$ cat config.mk
export PLATFORM = sky130hd
export DESIGN_NAME = circular_deque_unit
export DESIGN_NICKNAME = d
export VERILOG_FILES = /design/src/design/cdq_pkg.sv /design/src/design/circular_deque_unit.sv /design/src/design/cdq_ram.sv /design/src/design/cdq_controller.sv /design/src/design/cdq_datapath.sv
export VERILOG_INCLUDE_DIRS = /design/src /design/src/design
export SDC_FILE = /design/constraint.sdc
export NUM_CORES = 1
export LEC_CHECK = 0
export ABC_AREA = 1
export BUFFER_PORTS_ARGS = -buffer_cell sky130_fd_sc_hd__buf_2
export CAP_MARGIN = 20
export CORE_MARGIN = 8
export CORE_UTILIZATION = 50
export CTS_CLUSTER_DIAMETER = 120
export DETAILED_ROUTE_END_ITERATION = 16
export GPL_TIMING_DRIVEN = 0
export PLACE_DENSITY = 0.67
export SYNTH_ARGS = -nofsm -noshare
export SYNTH_HDL_FRONTEND = slang
export SYNTH_HIERARCHICAL = 1
export SYNTH_SLANG_ARGS = --single-unit
export TNS_END_PERCENT = 10
$ cat constraint.sdc
create_clock -name clock -period 9.68 [get_ports clock]
set_clock_uncertainty 0.1 [all_clocks]
set_input_delay 2.904 -clock clock [delete_from_list [all_inputs] [get_ports clock]]
set_output_delay 2.904 -clock clock [all_outputs]
set_load 0.03 [all_outputs]
$ cat src/design/circular_deque_unit_defines.svh
// Assertion macros shared by the deque unit's modules.
`ifndef CIRCULAR_DEQUE_UNIT_DEFINES_SVH
`define CIRCULAR_DEQUE_UNIT_DEFINES_SVH

// Check on every rising clock edge except while reset is high.
`define CDQ_ASSERT(name, prop, msg) \
   name: assert property (@(posedge clock) disable iff (reset) prop) else $error(msg);

// Check on every rising clock edge, including edges during reset.
`define CDQ_ASSERT_ALWAYS(name, prop, msg) \
   name: assert property (@(posedge clock) prop) else $error(msg);

`endif

$ cat src/design/cdq_pkg.sv
// Types and constants for the circular deque unit.
package cdq_pkg;

   localparam int VALUE_W = 32;
   localparam int OCC_W   = 4;

   typedef enum logic [1:0] {
      CMD_PUSH_FRONT = 2'd0,
      CMD_PUSH_REAR  = 2'd1,
      CMD_POP_FRONT  = 2'd2,
      CMD_POP_REAR   = 2'd3
   } cmd_type;

   typedef enum logic [1:0] {
      STATUS_OK        = 2'd0,
      STATUS_OVERFLOW  = 2'd1,
      STATUS_UNDERFLOW = 2'd2
   } status_type;

   typedef enum logic [1:0] {
      ST_IDLE    = 2'd0,
      ST_EXEC    = 2'd1,
      ST_RESPOND = 2'd2
   } state_type;

   typedef struct packed {
      cmd_type                    cmd;
      logic signed [VALUE_W-1:0]  push_value;
   } req_type;

   typedef struct packed {
      logic signed [VALUE_W-1:0]  pop_value;
      status_type                 status;
      logic [OCC_W-1:0]           occupancy;
   } rsp_type;

   // Commands from the controller to the datapath.
   typedef struct packed {
      logic load;
      logic exec;
      logic respond;
   } ctrl_cmd_type;

endpackage

$ cat src/design/circular_deque_unit.sv
// Top level of the circular deque unit: controller, datapath and entry store.
//
//   Channel    Ports                        Direction  Handshake
//   command    start, busy, req_item        in         start high and busy low
//   result     rsp_strobe, rsp_item         out        one-cycle strobe
//
// A command passes through the controller states in order: the transfer in ST_IDLE,
// ST_EXEC, which updates the indices and issues the store write or read, and
// ST_RESPOND, which shows the result; the registered read port of the store needs it.
// busy stays high from the transfer until the result cycle has ended.
// Synchronous reset empties the deque at once; store contents are not cleared.
// The receiver cannot stall; each result is valid for its strobe cycle only.
module circular_deque_unit #(
   parameter int DEPTH = 8
) (
   input  logic             clock,
   input  logic             reset,
   input  logic             start,
   output logic             busy,
   input  cdq_pkg::req_type req_item,
   output logic             rsp_strobe,
   output cdq_pkg::rsp_type rsp_item
);

   import cdq_pkg::*;

   ctrl_cmd_type ctrl_cmd;

   cdq_controller u_controller (
      .clock   (clock),
      .reset   (reset),
      .start   (start),
      .busy    (busy),
      .ctrl_cmd(ctrl_cmd)
   );

   cdq_datapath #(
      .DEPTH(DEPTH)
   ) u_datapath (
      .clock   (clock),
      .reset   (reset),
      .ctrl_cmd(ctrl_cmd),
      .req_item(req_item),
      .rsp_item(rsp_item)
   );

   assign rsp_strobe = ctrl_cmd.respond;

endmodule

$ cat src/design/cdq_ram.sv
// Generic single-port-write, single-port-read RAM with registered read data.
module cdq_ram #(
   parameter int WIDTH = 32,
   parameter int DEPTH = 8
) (
   input  logic                     clock,
   input  logic                     wr_en,
   input  logic [$clog2(DEPTH)-1:0] wr_addr,
   input  logic [WIDTH-1:0]         wr_data,
   input  logic                     rd_en,
   input  logic [$clog2(DEPTH)-1:0] rd_addr,
   output logic [WIDTH-1:0]         rd_data
);

   logic [WIDTH-1:0] mem_ff [DEPTH];
   logic [WIDTH-1:0] rd_data_ff;

   always_ff @(posedge clock) begin
      if (wr_en) begin
         mem_ff[wr_addr] <= wr_data;
      end
      if (rd_en) begin
         rd_data_ff <= mem_ff[rd_addr];
      end
   end

   assign rd_data = rd_data_ff;

endmodule

$ cat src/design/cdq_controller.sv
// Command sequencer for the circular deque unit.
`include "circular_deque_unit_defines.svh"

module cdq_controller (
   input  logic                  clock,
   input  logic                  reset,
   input  logic                  start,
   output logic                  busy,
   output cdq_pkg::ctrl_cmd_type ctrl_cmd
);

   import cdq_pkg::*;

   state_type state_ff;
   state_type state_in;

   always_ff @(posedge clock) begin
      if (reset) begin
         state_ff <= ST_IDLE;
      end else begin
         state_ff <= state_in;
      end
   end

   always_comb begin
      state_in = state_ff;
      case (state_ff)
         ST_IDLE: begin
            if (start) begin
               state_in = ST_EXEC;
            end
         end
         ST_EXEC:    state_in = ST_RESPOND;
         ST_RESPOND: state_in = ST_IDLE;
         default:    state_in = ST_IDLE;
      endcase
   end

   always_comb begin
      busy             = 1'b1;
      ctrl_cmd.load    = 1'b0;
      ctrl_cmd.exec    = 1'b0;
      ctrl_cmd.respond = 1'b0;
      case (state_ff)
         ST_IDLE: begin
            busy          = 1'b0;
            ctrl_cmd.load = start;
         end
         ST_EXEC:    ctrl_cmd.exec    = 1'b1;
         ST_RESPOND: ctrl_cmd.respond = 1'b1;
         default:    busy             = 1'b1;
      endcase
   end

   `CDQ_ASSERT(a_load_then_exec, ctrl_cmd.load |=> ctrl_cmd.exec, "transfer not executed")
   `CDQ_ASSERT(a_exec_then_respond, ctrl_cmd.exec |=> ctrl_cmd.respond, "execute without result")
   `CDQ_ASSERT_ALWAYS(a_one_phase, $onehot0({ctrl_cmd.load, ctrl_cmd.exec, ctrl_cmd.respond}),
      "overlapping controller phases")

endmodule

$ cat src/design/cdq_datapath.sv
// Index, count and result registers of the circular deque unit.
`include "circular_deque_unit_defines.svh"

module cdq_datapath #(
   parameter int DEPTH = 8
) (
   input  logic                  clock,
   input  logic                  reset,
   input  cdq_pkg::ctrl_cmd_type ctrl_cmd,
   input  cdq_pkg::req_type      req_item,
   output cdq_pkg::rsp_type      rsp_item
);

   import cdq_pkg::*;

   localparam int IDX_W = $clog2(DEPTH);
   localparam int CNT_W = $clog2(DEPTH + 1);
   localparam logic [IDX_W-1:0] IDX_LAST = IDX_W'(DEPTH - 1);
   localparam logic [CNT_W-1:0] CNT_FULL = CNT_W'(DEPTH);

   cmd_type                  cmd_ff;
   logic [VALUE_W-1:0]       value_ff;
   logic [IDX_W-1:0]         front_ff, front_in;
   logic [IDX_W-1:0]         rear_ff, rear_in;
   logic [CNT_W-1:0]         count_ff, count_in;
   status_type               status_ff, status_in;
   logic                     pop_ok_ff, pop_ok_in;

   logic                     wr_en;
   logic [IDX_W-1:0]         wr_addr;
   logic                     rd_en;
   logic [IDX_W-1:0]         rd_addr;
   logic [VALUE_W-1:0]       rd_data;

   logic                     is_push;
   logic                     empty;
   logic                     full;

   function automatic logic [IDX_W-1:0] idx_inc(input logic [IDX_W-1:0] idx);
      return (idx == IDX_LAST) ? '0 : idx + IDX_W'(1);
   endfunction

   function automatic logic [IDX_W-1:0] idx_dec(input logic [IDX_W-1:0] idx);
      return (idx == '0) ? IDX_LAST : idx - IDX_W'(1);
   endfunction

   assign is_push = (cmd_ff == CMD_PUSH_FRONT) || (cmd_ff == CMD_PUSH_REAR);
   assign empty   = (count_ff == '0);
   assign full    = (count_ff == CNT_FULL);

   always_comb begin
      front_in  = front_ff;
      rear_in   = rear_ff;
      count_in  = count_ff;
      status_in = status_ff;
      pop_ok_in = pop_ok_ff;
      wr_en     = 1'b0;
      wr_addr   = '0;
      rd_en     = 1'b0;
      rd_addr   = front_ff;
      if (ctrl_cmd.exec) begin
         status_in = STATUS_OK;
         pop_ok_in = 1'b0;
         if (is_push) begin
            if (full) begin
               status_in = STATUS_OVERFLOW;
            end else begin
               wr_en    = 1'b1;
               count_in = count_ff + CNT_W'(1);
               if (empty) begin
                  // first entry always lands in slot zero
                  front_in = '0;
                  rear_in  = '0;
                  wr_addr  = '0;
               end else if (cmd_ff == CMD_PUSH_FRONT) begin
                  front_in = idx_dec(front_ff);
                  wr_addr  = idx_dec(front_ff);
               end else begin
                  rear_in = idx_inc(rear_ff);
                  wr_addr = idx_inc(rear_ff);
               end
            end
         end else begin
            if (empty) begin
               status_in = STATUS_UNDERFLOW;
            end else begin
               pop_ok_in = 1'b1;
               rd_en     = 1'b1;
               rd_addr   = (cmd_ff == CMD_POP_FRONT) ? front_ff : rear_ff;
               count_in  = count_ff - CNT_W'(1);
               if (front_ff == rear_ff) begin
                  front_in = '0;
                  rear_in  = '0;
               end else if (cmd_ff == CMD_POP_FRONT) begin
                  front_in = idx_inc(front_ff);
               end else begin
                  rear_in = idx_dec(rear_ff);
               end
            end
         end
      end
   end

   always_ff @(posedge clock) begin
      if (reset) begin
         front_ff <= '0;
         rear_ff  <= '0;
         count_ff <= '0;
      end else begin
         front_ff <= front_in;
         rear_ff  <= rear_in;
         count_ff <= count_in;
      end
   end

   // Hold the command and the result fields; no reset needed.
   always_ff @(posedge clock) begin
      if (ctrl_cmd.load) begin
         cmd_ff   <= req_item.cmd;
         value_ff <= req_item.push_value;
      end
      status_ff <= status_in;
      pop_ok_ff <= pop_ok_in;
   end

   cdq_ram #(
      .WIDTH(VALUE_W),
      .DEPTH(DEPTH)
   ) u_store (
      .clock  (clock),
      .wr_en  (wr_en),
      .wr_addr(wr_addr),
      .wr_data(value_ff),
      .rd_en  (rd_en),
      .rd_addr(rd_addr),
      .rd_data(rd_data)
   );

   assign rsp_item.pop_value = pop_ok_ff ? rd_data : '0;
   assign rsp_item.status    = status_ff;
   assign rsp_item.occupancy = OCC_W'(count_ff);

   `CDQ_ASSERT(a_count_bound, count_ff <= CNT_FULL, "occupancy beyond depth")
   `CDQ_ASSERT(a_underflow,
      (ctrl_cmd.exec && !is_push && empty) |=> (status_ff == STATUS_UNDERFLOW),
      "pop on empty deque not flagged")
   `CDQ_ASSERT(a_overflow_hold, (ctrl_cmd.exec && is_push && full) |=> (count_ff == CNT_FULL),
      "push on full deque changed occupancy")

endmodule
### Yosys cells after proc, flatten, opt, wreduce, memory -nomap -nowiden

Memory sizes are Yosys's and may differ from the RTL's. A register that Yosys moved wholly into a read port is not among the register bits.
Cells that the tools add are included.

| word-level totals | value |
|---|---|
| register bits after elaboration | 49 |
| bits in latches | 0 |
| bits in writable memories | 256 |
| ROM bits | 0 |
| output and inout port bits | 40 |
| memories | 1 |

| cells by class | value |
|---|---|
| add/subtract/negate cells | 6 |
| multipliers | 0 |
| divide/modulo/power cells | 0 |
| magnitude comparators | 0 |
| equality and inequality tests | 14 |
| shift operators | 0 |
| mux-type cells | 48 |
| bitwise logic cells | 0 |
| reductions and logical operators | 10 |

Memory list:

| name | depth | bits a word | read ports | clocked after Yosys merged registers in | wr ports | RTL line | text |
|---|---|---|---|---|---|---|---|
| u_datapath.u_store.mem_ff | 8 | 32 | 1 | 1 | 1 | cdq_ram.sv:15 | `logic [WIDTH-1:0] mem_ff [DEPTH];` |

Operators by type and width:

| operator | count |
|---|---|
| $mux 3 | 27 |
| $mux 32 | 1 |
| $mux 1 | 13 |
| $mux 4 | 3 |
| $reduce_and 5->1 | 2 |
| $add 3x1->3 const B | 2 |
| $eq 3x3->1 const B | 2 |
| $logic_not 3->1 | 2 |
| $mux 2 | 3 |
| $ne 3x3->1 const B | 2 |
| $sub 3x1->3 const B | 2 |
| $add 4x1->4 const B | 1 |
| $eq 2x1->1 const B | 2 |
| $eq 2x2->1 const B | 2 |
| $eq 4x4->1 const B | 1 |
| $logic_not 2->1 | 2 |
| $logic_not 4->1 | 1 |
| $ne 2x2->1 const B | 2 |
| $pmux 2 s2 | 1 |
| $sub 4x1->4 const B | 1 |
| $eq 3x3->1 | 1 |
| $ne 3x2->1 const B | 1 |
| $reduce_and 3->1 | 1 |
| $reduce_bool 3->1 | 1 |
| 2 further kinds | 2 |

### Depth between registers and ports, before layout

| depth | value |
|---|---|
| word-level depth | 7 |
| mapped depth | 15 |

### By module

The synthesis kept the hierarchy.

Modules (own cells, without submodules):

| module | times used | cells an instance | area each (µm²) |
|---|---|---|---|
| cdq_ram | 1 | 1156 | 12192.9 |
| cdq_datapath | 1 | 258 | 2359.8 |
| cdq_controller | 1 | 13 | 93.8 |

### Least setup slack after synthesis

Ideal clock, no wire load.

| timing | value |
|---|---|
| path type | input -> register |
| from | input start |
| to | register u_datapath.cmd_ff[0], enable pin |
| setup time | 389 ps |
| data arrival time | 3632 ps |
| data required time | 9191 ps |
| slack | 5560 ps |
| stages | 2 |
| buffers on the path | 0 |
| cell sequence | nand2_2 -> inv_1 |

RTL lines:

| what | RTL line | text |
|---|---|---|
| start: declaration | circular_deque_unit.sv:18 | `input logic start,` |
| end signal: assignment | cdq_datapath.sv:119 | `cmd_ff <= req_item.cmd;` |
| end: declaration | cdq_datapath.sv:21 | `cmd_type cmd_ff;` |

==> impl.org <==
** STA
- RSZ-0062 raised after global routing :: false
- Once routing completed, OpenROAD measured the worst setup slack at 4536 ps.
- The routed design could run at a clock period as short as just over 5000 ps.
- The final count of pins violating max slew came to 0.
- Final count of hold timing violations :: 0
- Achievable clock frequency :: between 150 and 200 MHz
- Setup violators final :: 0
- For the pin with the worst max-slew slack, the measured transition is 862.9 ps.
- Measured against its own limit, the worst slew margin works out to 42.39%.
- Of the available clock period, the critical path in the final layout requires between 50 and 60%.
- Hold is met by between 300 and 400 ps.
- Adding up every negative setup slack in the final design gives 0 ps.

** Setup path
- In this run the register-to-register setup slack is 6800 ps.
- The critical path goes through clkbuf_1 > nand2_1 > inv_1 > buf_2.
- Grouping stages by cell kind, the critical path spends the most delay in buffers and inverters.
- Critical path required time :: between 6000 and 7000 ps
- Data on the critical path arrives at its endpoint at 2140 ps.
- Cell at the slowest stage of the critical path :: sky130_fd_sc_hd__edfxtp_1
- For this run, the slowest stage of the critical path takes 600 ps.
- Buffers and inverters on the worst path :: 3
- Kind of start point of the critical path :: flop
- Crit Path Category :: flop to output pin
- Highest net fanout along the worst path :: 10
- The worst setup path is captured at an output pin.

** Power
- Summing internal, switching and leakage power gives 3.205 mW.
- For this design the static power due to leakage is 7.649 nW.
- IR analysis of the VDD net gives a maximum drop of 0.1083 mV.
- Power spread over the standard cell area amounts to 190.4 nW/um2.

** Routing
- Routed Wire Length :: between 30000 and 40000 um
- After detailed routing, the number of remaining DRC violations is 0.
- Remaining number of nets flagged by the antenna check after routing :: 0
- The first TritonRoute pass finished after 5 iterations.
- Count of routing violations after the opening detailed-route iteration :: 697
- In the final routed layout, each cell accounts on average for 16.28 um.
- Using the TritonRoute via totals, the vias-per-cell ratio works out to 4.895.
- Vias :: about 9600

** CTS
- Clock transition at the registers of the reported paths :: around 60 ps
- Clock latency on the worst-skew pair :: 510 ps
- The clock net in this run drives a total of 337 sinks.
- Post-CTS setup buffer count :: 0
- Maximum clock insertion buffer count :: 3
- Cts bufs inserted :: 36
- Clock tree from TritonCTS :: built
- PostCTS Resize Cnt :: 0
- The cell sitting at the root of the clock tree is a sky130_fd_sc_hd__clkbuf_16.
- H-Tree Depth :: 2
- Cts-stage hold buffer count :: 0

** Floorplan
- Core area :: 28780 um2
- Width of the chip :: 187.2 um
- Chip height :: 187.2 um
- Effective utilization at floorplan :: 50.89%
- For this design the top-level I/O count stands at 77.
- In this run the core area contains 62 standard-cell rows.
- The die covers approximately 35000 um2.

** Logic synthesis
- The number of different library cells used by synthesis comes to 35.
- Mapped Nets :: 1473
- The synthesized design contains 325 enable-type register cells.
- Yosys printed 6 warnings.
- Gate count of the mapped netlist :: 1427
- In this run the cell area of the synthesized design comes to 14650 um2.
- FFs w/ async S/R, synth :: 0%
- After synthesis, the mean cell area works out to 10.26 um2.
- Sequential cells were found to cover 68.27% of the synthesized design area.
- In the synthesized netlist the dominant register cell turns out to be sky130_fd_sc_hd__edfxtp_1.
- Count of state elements after synthesis :: around 340

** Global routing
- Global-route usage over all layers :: 18.18%
- The initial antenna violation count came to 0.
- First-pass GRT wire length :: between 50000 and 60000 um
- Largest net degree at the start of global routing :: 35
- The number of global-route vias before repair is 9574.
- The total overflow left after global routing is 0.

** Final layout
- The net count of the finished layout is 1595.
- Fill cells in the final layout number approximately 2300.
- The post-route netlist has roughly an eighth of its cells at a drive strength greater than 1.
- Multi-input gate area in the final layout :: around 3200 um2
- In the layout the commonest cells are sky130_fd_sc_hd__nand2_1, sky130_fd_sc_hd__edfxtp_1, sky130_fd_sc_hd__inv_1.
- Ant diodes :: 0
- The library cell used most frequently in the layout, excluding fill and tap cells, is sky130_fd_sc_hd__nand2_1.
- In the final layout, flip-flops and latches occupy 10000 um2.
- For this run, the share of the core covered by cells in the final layout is about 60%.
- From synthesis to final layout, the design area changed by 14.89%.

** Status
- The flow ran to the end, and the final reports show no timing, DRC or antenna violations.

** Place
- IO buf count :: 76
- Timing analysis after detailed placement gives a worst setup slack of 5017 ps.
- Once detailed placement completed, the half-perimeter wirelength came to 20360 um.
- Gpl congestion :: 0.8187

** Hold path
- Worst hold path class :: flop to flop

** Flow run
- Number of maximum-capacitance violations :: 0
[registers in the layout (all words and copies together), names as in the netlist]
name                        flops
u_datapath/u_store/mem_ff     256
u_datapath/u_store/rd_data     32
u_datapath/value_ff            32
u_datapath/count_ff             4
u_datapath/front_ff             3
u_datapath/rear_ff              3
u_controller/state_ff           2
u_datapath/cmd_ff               2
u_datapath/status_ff            2
u_datapath/pop_ok_ff            1
[tightest hold or removal path, delay by kind of cell, from the launching register on]
family | cells | cell delay [ps]
and+or+nand+nor | 1 | 50
DFF | 1 | 320
buffers and inverters | 1 | 70
[synth_stat cells (3+ instances only)]
master	instances	area share, %
sky130_fd_sc_hd__a21oi_1	9	0.31
sky130_fd_sc_hd__ha_1	9	0.77
sky130_fd_sc_hd__nor2_1	26	0.67
sky130_fd_sc_hd__o21ai_1	3	0.10
sky130_fd_sc_hd__inv_2	8	0.21
sky130_fd_sc_hd__buf_2	21	0.72
sky130_fd_sc_hd__inv_1	309	7.9
sky130_fd_sc_hd__xor2_1	3	0.18
sky130_fd_sc_hd__nor2_2	6	0.26
sky130_fd_sc_hd__nand3_1	134	4.6
sky130_fd_sc_hd__clkbuf_1	10	0.26
sky130_fd_sc_hd__edfxtp_1	325	67
sky130_fd_sc_hd__buf_1	5	0.13
sky130_fd_sc_hd__dfxtp_1	12	1.6
sky130_fd_sc_hd__buf_6	11	0.85
sky130_fd_sc_hd__buf_4	6	0.31
sky130_fd_sc_hd__o21ai_0	8	0.27
sky130_fd_sc_hd__nand2_1	501	13
[per-stage QoR]
stage,cell area [um2],cells
floorplan,14650,1427
global placement,15510,1887
detailed placement,15730,1895
CTS,16830,1959
global route,16830,1959
finish,16830,1959
[cell type report]
cell class              instances  area share, %
multi-input cells             718          18.88
clock buffers                  46          5.763
clock inverters                18         0.7733
repair buffers                 84          3.212
well taps                     384          2.855
flip-flops and latches        337          59.42
plain buffers                  53          1.963
inverters                     319          7.131
[logic make-up (layout without fill, tap and decap cells)]
| family | Yosys count | after routing | share of synthesized area [%] |
|---|---|---|---|
| and+or+nand+nor | 679 | 679 | 19.24 |
| AOI/OAI and AO/OA | 26 | 26 | 1.034 |
| adders and majority gates | 9 | 9 | 0.7689 |
| xor gates and xnor gates | 4 | 4 | 0.2392 |
| buffers and inverters | 372 | 520 | 10.45 |
| DFF | 337 | 337 | 68.27 |
[worst paths after layout]
kind,endpoint,cells past startpoint,startpoint
worst min register to register,u_controller/state_ff[1],2,u_controller/state_ff[0]
worst max-delay path,rsp_item[8],4,u_datapath/pop_ok_ff
worst min-delay path,u_controller/state_ff[1],2,u_controller/state_ff[0]
worst max register to register,u_datapath/u_store/mem_ff[3][7],8,u_datapath/rear_ff[0]
[where the power goes]
group / internal, mW / leakage, nW / switching [mW] / total, mW
sequential: 1.63 / 3.05 / 0.0257 / 1.66
combinational: 0.0787 / 4.07 / 0.179 / 0.258
clock: 0.758 / 0.538 / 0.531 / 1.29
[per-layer routing]
layer | routed length [um] | up-vias | GRT usage [%]
met3 | 2311 | 83 | 3.113
met5 | 0 | - | 0
met4 | 1158 | 0 | 7.575
li1 | - | 4723 | -
met2 | 15280 | 333 | 31.06
met1 | 13150 | 4451 | 22.59
(Power assumes the default switching activity.)
